--- config.mk ---
export PLATFORM = sky130hd
export DESIGN_NAME = lru_frame_replacer
export DESIGN_NICKNAME = d
export VERILOG_FILES = /design/src/rtl/core/lfr_pkg.sv /design/src/rtl/core/lru_frame_replacer.sv /design/src/rtl/core/lfr_cell.sv /design/src/rtl/core/lfr_chain.sv
export SDC_FILE = /design/constraint.sdc
export NUM_CORES = 1
export LEC_CHECK = 0
export BUFFER_PORTS_ARGS = -buffer_cell sky130_fd_sc_hd__clkbuf_2
export CORE_AREA = 2 2 154 156
export CTS_BUF_LIST = sky130_fd_sc_hd__clkbuf_8
export DETAILED_ROUTE_END_ITERATION = 8
export DIE_AREA = 0 0 156 158
export PLACE_DENSITY = 0.68
export SLEW_MARGIN = 20
export SYNTH_ARGS = -nofsm -noshare
export SYNTH_HDL_FRONTEND = slang
export SYNTH_SLANG_ARGS = --single-unit
--- constraint.sdc ---
create_clock -name clk_i -period 6.3 [get_ports clk_i]
set_input_delay 1.89 -clock clk_i [delete_from_list [all_inputs] [get_ports clk_i]]
set_output_delay 1.89 -clock clk_i [all_outputs]
set_load 0.005 [all_outputs]
--- src/rtl/core/lfr_pkg.sv ---
// Package for the LRU frame replacer: sizes, request codes and the control
// struct that the top level hands to the row of slot cells. No dependencies.
package lfr_pkg;

  localparam int SLOTS      = 16;
  localparam int FRAME_BITS = 10;

  // Count of held frames must reach SLOTS itself.
  localparam int CNT_W = $clog2(SLOTS + 1);
  // Slot index width, at least one bit.
  localparam int IDX_W = (SLOTS > 1) ? $clog2(SLOTS) : 1;

  // Fixed field widths of the ports.
  localparam int CAP_W  = 5;
  localparam int OCC_W  = 5;
  localparam int MODE_W = 2;

  // Common width for comparing the count with the capacity register.
  localparam int CMP_W = (CNT_W > CAP_W) ? CNT_W : CAP_W;

  typedef enum logic [MODE_W-1:0] {
    MODE_VICTIM = 2'd0,
    MODE_PIN    = 2'd1,
    MODE_UNPIN  = 2'd2
  } mode_e;

  // Per-cycle command broadcast to every slot cell.
  typedef struct packed {
    logic                  insert;  // shift toward the back, id enters slot 0
    logic                  remove;  // close the gap at the matching slot
    logic [FRAME_BITS-1:0] id;      // frame id being searched or inserted
  } lfr_ctrl_t;

endpackage

--- src/rtl/core/lru_frame_replacer.sv ---
// Top level of the LRU frame replacer: request decode, held count, capacity
// register and result register. Depends on lfr_pkg and lfr_chain.

// The replacer keeps an ordered list of evictable frame ids in a row of
// SLOTS cells, most recently unpinned frame in slot 0. Each request beat
// carries a mode and a frame id: unpin puts the frame at the front unless it
// is already held or the list has reached the capacity register (capacity
// above SLOTS counts as SLOTS, zero blocks every insert); pin removes the
// frame if held and the cells behind it move up one place; victim removes
// the oldest frame and returns it, or reports none found on an empty list.
// Every request gives exactly one result beat with victim_found,
// victim_frame (zero when nothing was found) and the occupancy after the
// request. Every cell compares its id with the request at once, the hit
// ripples down the row and all cells shift in the same edge, so a new
// request is taken each cycle while the result register can hand its beat
// on. The input stalls only while a finished result waits on a stalled
// output. The user must write capacity through cfg_we_i and cfg_data_i only
// while the block is idle; the block itself does not enforce it. Slot
// contents have no reset; only slots below the held count are ever read.
module lru_frame_replacer (
  input  logic                          clk_i,
  input  logic                          rst_ni,
  input  logic                          cfg_we_i,
  input  logic [lfr_pkg::CAP_W-1:0]      cfg_data_i,
  input  logic                          in_valid_i,
  output logic                          in_stall_o,
  input  logic [lfr_pkg::MODE_W-1:0]     mode_i,
  input  logic [lfr_pkg::FRAME_BITS-1:0] frame_id_i,
  output logic                          out_valid_o,
  input  logic                          out_stall_i,
  output logic                          victim_found_o,
  output logic [lfr_pkg::FRAME_BITS-1:0] victim_frame_o,
  output logic [lfr_pkg::OCC_W-1:0]      occupancy_o
);

  logic [lfr_pkg::CAP_W-1:0]      cap_q;
  logic [lfr_pkg::CNT_W-1:0]      held_q, held_d;
  logic                           out_valid_q;
  logic                           found_q, found_d;
  logic [lfr_pkg::FRAME_BITS-1:0] frame_q, frame_d;
  logic [lfr_pkg::OCC_W-1:0]      occ_q;

  logic                           accept;
  lfr_pkg::lfr_ctrl_t             ctrl;
  logic                           hit;
  logic [lfr_pkg::FRAME_BITS-1:0] slot [lfr_pkg::SLOTS];
  logic [lfr_pkg::CMP_W-1:0]      cap_ext;
  logic [lfr_pkg::CMP_W-1:0]      held_ext;
  logic [lfr_pkg::CMP_W-1:0]      held_d_ext;
  logic [lfr_pkg::CMP_W-1:0]      cap_lim;
  logic [lfr_pkg::CNT_W-1:0]      last_cnt;
  logic [lfr_pkg::IDX_W-1:0]      last_idx;

  // A new beat is taken whenever the result register is empty or draining.
  assign in_stall_o = out_valid_q & out_stall_i;
  assign accept     = in_valid_i & ~in_stall_o;

  // Capacity saturates at the number of slots.
  assign cap_ext  = lfr_pkg::CMP_W'(cap_q);
  assign held_ext = lfr_pkg::CMP_W'(held_q);
  assign cap_lim  = (cap_ext > lfr_pkg::CMP_W'(lfr_pkg::SLOTS)) ?
                    lfr_pkg::CMP_W'(lfr_pkg::SLOTS) : cap_ext;

  // Oldest held frame sits at slot held_q - 1.
  assign last_cnt = held_q - lfr_pkg::CNT_W'(1);
  assign last_idx = last_cnt[lfr_pkg::IDX_W-1:0];

  always_comb begin
    ctrl.insert = 1'b0;
    ctrl.remove = 1'b0;
    ctrl.id     = frame_id_i;
    held_d      = held_q;
    found_d     = 1'b0;
    frame_d     = '0;
    unique case (lfr_pkg::mode_e'(mode_i))
      lfr_pkg::MODE_VICTIM: begin
        if (held_q != '0) begin
          found_d = 1'b1;
          frame_d = slot[last_idx];
          held_d  = last_cnt;
        end
      end
      lfr_pkg::MODE_PIN: begin
        if (hit) begin
          ctrl.remove = accept;
          held_d      = last_cnt;
        end
      end
      lfr_pkg::MODE_UNPIN: begin
        if ((held_ext < cap_lim) && !hit) begin
          ctrl.insert = accept;
          held_d      = held_q + lfr_pkg::CNT_W'(1);
        end
      end
      default: begin
        // Unused request code leaves the list alone.
      end
    endcase
  end

  assign held_d_ext = lfr_pkg::CMP_W'(held_d);

  lfr_chain u_chain (
    .clk_i      (clk_i),
    .ctrl_i     (ctrl),
    .held_cnt_i (held_q),
    .hit_o      (hit),
    .slot_o     (slot)
  );

  always_ff @(posedge clk_i or negedge rst_ni) begin
    if (!rst_ni) begin
      cap_q       <= lfr_pkg::CAP_W'(16);
      held_q      <= '0;
      out_valid_q <= 1'b0;
    end else begin
      if (cfg_we_i) begin
        cap_q <= cfg_data_i;
      end
      if (accept) begin
        held_q      <= held_d;
        out_valid_q <= 1'b1;
      end else if (!out_stall_i) begin
        out_valid_q <= 1'b0;
      end
    end
  end

  // Result payload; loaded only with an accepted beat.
  always_ff @(posedge clk_i) begin
    if (accept) begin
      found_q <= found_d;
      frame_q <= frame_d;
      occ_q   <= held_d_ext[lfr_pkg::OCC_W-1:0];
    end
  end

  assign out_valid_o    = out_valid_q;
  assign victim_found_o = found_q;
  assign victim_frame_o = frame_q;
  assign occupancy_o    = occ_q;

endmodule

--- src/rtl/core/lfr_cell.sv ---
// One slot of the replacer list: holds a frame id, compares it with the
// request id and shifts with its neighbors. Depends on lfr_pkg.
module lfr_cell (
  input  logic                          clk_i,
  input  lfr_pkg::lfr_ctrl_t            ctrl_i,
  input  logic                          held_i,
  input  logic [lfr_pkg::FRAME_BITS-1:0] left_i,
  input  logic [lfr_pkg::FRAME_BITS-1:0] right_i,
  input  logic                          hit_i,
  output logic                          hit_o,
  output logic [lfr_pkg::FRAME_BITS-1:0] val_o
);

  logic [lfr_pkg::FRAME_BITS-1:0] val_q;
  logic [lfr_pkg::FRAME_BITS-1:0] val_d;
  logic                           match;

  assign match = held_i && (val_q == ctrl_i.id);
  // Set at this slot and every slot behind the matching one.
  assign hit_o = hit_i | match;

  always_comb begin
    val_d = val_q;
    if (ctrl_i.insert) begin
      val_d = left_i;
    end else if (ctrl_i.remove && hit_o) begin
      val_d = right_i;
    end
  end

  always_ff @(posedge clk_i) begin
    val_q <= val_d;
  end

  assign val_o = val_q;

endmodule

--- src/rtl/core/lfr_chain.sv ---
// Row of slot cells that forms the ordered list, front at slot 0.
// Depends on lfr_pkg and lfr_cell.
module lfr_chain (
  input  logic                          clk_i,
  input  lfr_pkg::lfr_ctrl_t            ctrl_i,
  input  logic [lfr_pkg::CNT_W-1:0]     held_cnt_i,
  output logic                          hit_o,
  output logic [lfr_pkg::FRAME_BITS-1:0] slot_o [lfr_pkg::SLOTS]
);

  logic                           hit [lfr_pkg::SLOTS+1];
  logic [lfr_pkg::FRAME_BITS-1:0] val [lfr_pkg::SLOTS];

  assign hit[0] = 1'b0;

  for (genvar i = 0; i < lfr_pkg::SLOTS; i++) begin : g_cell
    logic [lfr_pkg::FRAME_BITS-1:0] left;
    logic [lfr_pkg::FRAME_BITS-1:0] right;
    logic                           held;

    if (i == 0) begin : g_front
      assign left = ctrl_i.id;
    end else begin : g_mid_l
      assign left = val[i-1];
    end

    if (i == lfr_pkg::SLOTS - 1) begin : g_back
      assign right = val[i];
    end else begin : g_mid_r
      assign right = val[i+1];
    end

    assign held = (lfr_pkg::CNT_W'(i) < held_cnt_i);

    lfr_cell u_cell (
      .clk_i   (clk_i),
      .ctrl_i  (ctrl_i),
      .held_i  (held),
      .left_i  (left),
      .right_i (right),
      .hit_i   (hit[i]),
      .hit_o   (hit[i+1]),
      .val_o   (val[i])
    );

    assign slot_o[i] = val[i];
  end

  assign hit_o = hit[lfr_pkg::SLOTS];

endmodule
==> results.md, run 1 <==
- Syn-to-layout area delta: 5.193%
- Post-cts resize count: 0
- Status: complete, no violations
- Routability cong.: 0.9928
- Pwr Density: between 300 and 400 nW/um^2
- Worst Path Arrival: 5410 ps
- Mux cell area share after synthesis: 9.961%
- Die W: approximately 160 um
- Total CTS buffers: 17
- DR vias: 9050
- Starting Density: 51.00%
- Clock-pin slew on the worst setup and hold paths: about 100 ps
- Crit path required time: 6520 ps
- Final wirelength: 34340 um
- Wire per inst: around 23 um
- Fin cells: 1464
- Clock Sink Count: ~190
- Core box area: 23050 sq um
- Overall fraction of global-route tracks in use: 28.82%
- Synth Warn #: 0
- Sequential share of the synthesized area: a little under half
- Setup bufs post-CTS: 0
- Post-Synth XOR/XNOR Area: between 10% and 20%
- Fin. Hold Viols: 0
- Post-synth EDFFs: 176
- Ports: 40
- Root buffer cell: clkbuf_8
- Post-Synthesis Cell Area: about 12000 sq um
- DRC errors left: 0
- Die Ht: 158 um
- Syn_nets: approximately 1200
- Synth cell types: 60
- Setup Skew: between 20 and 25 ps
- Detail Route Antenna Nets: 0
- Commonest non-fill, non-tap cell in the layout: nand2_1
- VDD IR-drop max: 0.2578 mV
- Cells after Synth: around 1200
- Pin slew with the least headroom to its limit: about 1100 ps
- Congestion Overflow GR: 0
- Largest net degree at the start of global routing: 85
- Most frequent cells in the layout: nand2_1, edfxtp_1, xor2_1
- # port buffers: 39
- Crit path kind: primary input to flip-flop
- Startpoint types: primary input
- Initial antenna violation count: 1
- Setup_tns: 0 ps
- Initial DRC count: 1224
- Vias in the first global route: 8453
- Row count: 56
- Leak: 4.968 nW
- CTS tree: done
- Compound-Gate Fraction of Synth Area: 4.321%
- DP Wirelength: 23850 um
- CP max FO: 17
- #FFs+latches synth: 187
- Simple logic cell fraction of the synthesized area: 20.73%
- Post-synth ARST share: 5.882%
- Wire length of the first global-routing pass: ~52000 um
- Die ar.: 24650 sq um
- Period utilization: 82.38%
- Via density: 6.182
- Top_reg_cell synth: edfxtp_1
- Share of cells above drive strength 1: 13.90%
- Synthesized area per cell: a little over 10 sq um
- F_max: 192.7 MHz
- HP Class: flip-flop to flip-flop
- Final slew viol count: 0
- Post-layout min period: around 5200 ps
- Reg-to-reg slack, setup: 1920 ps
- Main combinational cell family by area after synthesis: simple AND/OR/NAND/NOR gates
- TritonRoute pass-1 iters: 8
- Hold_buf cts: 0
- Layout Nets: 1190
- Critical Path End Type: flip-flop
- Placed cell count: 1431
- Htree depth: 4
- Worst-Skew Late Latency: 500 ps
- MaxCap Viol Count: 0
- Adder-cell share of the synthesized area: 0.8513%
- Final setup fails: 0
- RSZ-0062 raised after global routing: false
- Max Root-Sink Buffers: 2
- Slew HR: 26.43%
-- through the flow --
stage / setup WS, ps / hold slack, ps / instance area [sq um] / util, % / power (W)
after floorplan: 1362 / 470.9 / 11760 / - / 0.002705
after global placement: 768.0 / 492.8 / 12030 / 52.18 / 0.003167
after detailed placement: 749.8 / 501.3 / 12030 / 52.18 / 0.003177
after CTS: 1269 / 523.4 / 12370 / 53.64 / 0.003911
after global routing: 914.0 / 540.2 / 12370 / 53.64 / 0.004087
final: 1110 / 519.9 / 12370 / 53.65 / 0.003932
-- critical path, cell delays in order --
cell      delay, ps
clkbuf_2        430
xnor2_1         350
nand4_1         140
nor4_1          580
nor4_1          150
nand3_2         200
or2_1           350
nand4_1         340
buf_4           300
o21ai_0         420
buf_4           260
-- path summary, 6_finish.rpt --
kind                                                          endpoint                    start  cells past startpoint
setup / recovery           u_chain.g_cell[3].u_cell.val_o[6]$_DFFE_PP_            frame_id_i[3]                     11
hold / removal                                  cap_ext[1]$_DFFE_PN0P_   cap_ext[1]$_DFFE_PN0P_                      1
setup reg to reg           u_chain.g_cell[3].u_cell.val_o[6]$_DFFE_PP_  held_ext[0]$_DFFE_PN0P_                     11
hold reg to reg                                 cap_ext[1]$_DFFE_PN0P_   cap_ext[1]$_DFFE_PN0P_                      1
max in group asynchronous                       cap_ext[4]$_DFFE_PN1P_                   rst_ni                      1
min in group asynchronous                      held_ext[1]$_DFFE_PN0P_                   rst_ni                      1
-- kinds of logic after synthesis --
kind of cell / after synthesis
buffers and inverters: 89
AND/OR/NAND/NOR: 578
AO/OA/AOI/OAI: 73
adder cells (fa/ha/maj): 8
multiplexers: 54
flip-flops: 187
XOR/XNOR: 164
-- layout make-up --
class | instances | area, sq um
Antenna cell | 1 | 2.502
Multi-Input combinational cell | 877 | 5668
Tap cell | 290 | 362.8
Sequential cell | 187 | 5563
Clock inverter | 15 | 103.9
Clock buffer | 17 | 234.0
Inverter | 13 | 51.30
Timing Repair Buffer | 64 | 382.9
Fill cell | 2071 | 10680
-- registers in the layout, summed over array words and instances (netlist names) --
| signal | flops |
|---|---|
| occupancy_o | 5 |
| held_ext | 5 |
| victim_frame_o | 10 |
| u_chain.g_cell.u_cell.val_o | 160 |
| victim_found_o | 1 |
| cap_ext | 5 |
| out_valid_o | 1 |
-- synthesized netlist by cell type, drive strengths merged (4+ instances only) --
cell type / number / area share (%)
a21oi: 12 / 0.54
buf: 55 / 3.5
nand2: 467 / 15
mux4: 50 / 9.6
a21o: 12 / 0.77
clkbuf: 21 / 0.67
dfrtp: 10 / 2.1
ha: 8 / 0.85
a31oi: 4 / 0.21
nor4: 23 / 1.4
inv: 13 / 0.41
nor2: 15 / 0.48
mux2: 4 / 0.38
o21ai: 18 / 0.77
edfxtp: 176 / 45
and3: 6 / 0.32
xor2: 94 / 7.1
xnor2: 70 / 5.2
and2: 12 / 0.64
nand3: 12 / 0.55
nand4: 20 / 1.1
nor3: 14 / 0.83
-- power by group --
part	internal, W	switching [W]	total (W)
clock	0.000272	0.000471	0.000743
combinational	0.000738	0.000823	0.00156
sequential	0.00146	0.000164	0.00163
-- routing by layer --
layer	track usage [%]	vias to the layer above	share of wire (%)
li1	-	3986	-
met1	39.71	4383	39
met2	44.14	574	46
met3	7.254	105	11
met4	11.27	2	3.6
met5	0	-	0.026
Power figures use the tool's default switching activity.
==> run 2: changes to the inputs <==
--- a/config.mk
+++ b/config.mk
@@ -10,7 +10,7 @@
 export CTS_BUF_LIST = sky130_fd_sc_hd__clkbuf_8
 export DETAILED_ROUTE_END_ITERATION = 8
 export DIE_AREA = 0 0 156 158
-export PLACE_DENSITY = 0.68
+export PLACE_DENSITY = 0.7
 export SLEW_MARGIN = 20
 export SYNTH_ARGS = -nofsm -noshare
 export SYNTH_HDL_FRONTEND = slang
==> constraint.sdc (replaced) <==
create_clock -name clk_i -period 4.2 [get_ports clk_i]
set_input_delay 1.26 -clock clk_i [delete_from_list [all_inputs] [get_ports clk_i]]
set_output_delay 1.26 -clock clk_i [all_outputs]
set_load 0.005 [all_outputs]
==> results.md, run 2 (synthesis results as in run 1) <==
- Setup Skew: between 20 and 25 ps
- Htree depth: 4
- Leak: 5.375 nW
- Startpoint types: primary input
- Hold Path End: cap_ext[0]$_DFFE_PN0P_
- Pwr Density: between 400 and 500 nW/um^2
- Worst Hold Launch: cap_ext[0]$_DFFE_PN0P_
- Reg-to-reg slack, setup: between 300 and 400 ps
- Pin slew with the least headroom to its limit: between 600 and 700 ps
- Final slew viol count: 0
- Ports: 40
- Pre-CTS WS: -303.3 ps
- Detail Route Antenna Nets: 0
- CTS tree: done
- Initial antenna violation count: 0
- Slew HR: 53.20%
- Max Root-Sink Buffers: 2
- Congestion Overflow GR: 0
- DP Wirelength: 25820 um
- Clock-pin slew on the worst setup and hold paths: 100 ps
- # port buffers: 39
- DRC errors left: 0
- Diode count: 0
- Total CTS buffers: 17
- Clock Sink Count: around 190
- Crit path kind: primary input to flip-flop
- Critical Path End Type: flip-flop
- Final wirelength: 34570 um
- Die ar.: 24650 sq um
- Wire length of the first global-routing pass: ~53000 um
- Commonest non-fill, non-tap cell in the layout: nand2_1
- Layout Nets: around 1300
- HP Class: flip-flop to flip-flop
- Final WS setup: 145.7 ps
- Worst Path Arrival: roughly 4200 ps
- Period utilization: 96.53%
- Core box area: 23050 sq um
- Fin. Hold Viols: 0
- Root buffer cell: clkbuf_8
- Largest net degree at the start of global routing: 45
- Via density: 6.022
- Wire per inst: 22.67 um
- Overall fraction of global-route tracks in use: 28.85%
- Hold_buf cts: 0
- FF-to-FF End: u_chain.g_cell[7].u_cell.val_o[8]$_DFFE_PP_
- Status: complete, no violations
- RR Startpoint: held_ext[4]$_DFFE_PN0P_
- Placed cell count: 1493
- MaxCap Viol Count: 0
- Routability cong.: 0.9581
- Worst-Skew Late Latency: 480 ps
- Most frequent cells in the layout: nand2_1, edfxtp_1, xor2_1
- Fin cells: about 1500
- Number of cells on the worst reg-to-reg path: 12
- CP max FO: 8
- VDD IR-drop max: roughly 0.29 mV
- Initial DRC count: 1188
- TritonRoute pass-1 iters: 5
- Die W: between 150 and 200 um
- Vias in the first global route: 8804
- RSZ-0062 raised after global routing: false
- Crit path required time: 4380 ps
- Share of cells above drive strength 1: a little under a fifth
- Post-layout min period: 4054 ps
- Row count: 56
- F_max: 246.7 MHz
- Post-cts resize count: 0
- DR vias: 9183
- Worst Hold Depth: 1
- Final setup fails: 0
- Largest register FFs: 160
- Die Ht: approximately 160 um
- Setup bufs post-CTS: 0
- Starting Density: between 50 and 60%
- Syn-to-layout area delta: 11.77%
[run 2: cell count changes in the layout (fill, tap and decap cells not counted), moves of 2 or more]
cell / before / now
buf_4: 25 / 65
inv_8: 0 / 4
clkinv_2: 2 / 0
inv_1: 15 / 12
clkinv_1: 0 / 3
buf_12: 0 / 22
clkinvlp_4: 4 / 1
clkinv_4: 2 / 4
inv_6: 4 / 2
[run 2: final cells by class]
cell class / count / area (sq um)
fillers: 1972 / 9911
repair buffers: 126 / 1124
clock inverters: 15 / 132.6
well taps: 290 / 362.8
clock buffers: 17 / 234.0
flip-flops and latches: 187 / 5563
inverters: 13 / 51.30
multi-input cells: 877 / 5674
[run 2: worst max-delay path by stage]
stage                       start                                           end  slack (ps)  cells past startpoint
CTS                 frame_id_i[4]  u_chain.g_cell[10].u_cell.val_o[0]$_DFFE_PP_         180                     14
global route        frame_id_i[5]  u_chain.g_cell[10].u_cell.val_o[0]$_DFFE_PP_         100                     14
finish              frame_id_i[2]  u_chain.g_cell[10].u_cell.val_o[6]$_DFFE_PP_         150                     13
global placement    frame_id_i[4]  u_chain.g_cell[10].u_cell.val_o[7]$_DFFE_PP_        -300                     14
detailed placement  frame_id_i[4]  u_chain.g_cell[10].u_cell.val_o[2]$_DFFE_PP_        -300                     14
floorplan           frame_id_i[8]   u_chain.g_cell[8].u_cell.val_o[0]$_DFFE_PP_        -110                     12
[run 2: worst max-delay path: stages]
cell      delay (ps)
clkbuf_2         270
buf_4            260
xnor2_1          140
nand4_1          150
nor4_1           640
nor4_1           150
nand3_2          150
or2_1            170
nand4_1          100
buf_4            190
buf_4            170
o21ai_0          330
buf_4            230
[run 2: power by group]
group | switching (W) | internal [W] | total, W
Sequential | 0.000189 | 0.00219 | 0.00238
Combinational | 0.00140 | 0.00122 | 0.00262
Clock | 0.000731 | 0.000431 | 0.00116
Total | 0.00232 | 0.00384 | 0.00617
[run 2: metrics by stage]
stage               hold WS (ps)  cell area (sq um)  power [W]  util [%]  setup TNS [ps]
floorplan                  470.9              11760   0.004058         -          -10280
global placement           492.3              12770   0.004959     55.39          -21140
detailed placement         500.1              12770   0.004989     55.39          -23520
CTS                        518.7              13140   0.006137     56.98               0
global route               538.7              13140   0.006368     57.01               0
finish                     509.9              13140   0.006167     57.01               0
[run 2: metal layers]
layer | vias to the layer above | GRT usage [%] | part of all wire (%)
li1 | 4117 | - | -
met1 | 4452 | 40.47 | 41
met2 | 549 | 46.17 | 47
met3 | 65 | 4.270 | 9.0
met4 | 0 | 10.18 | 3.1
met5 | - | 0 | 0
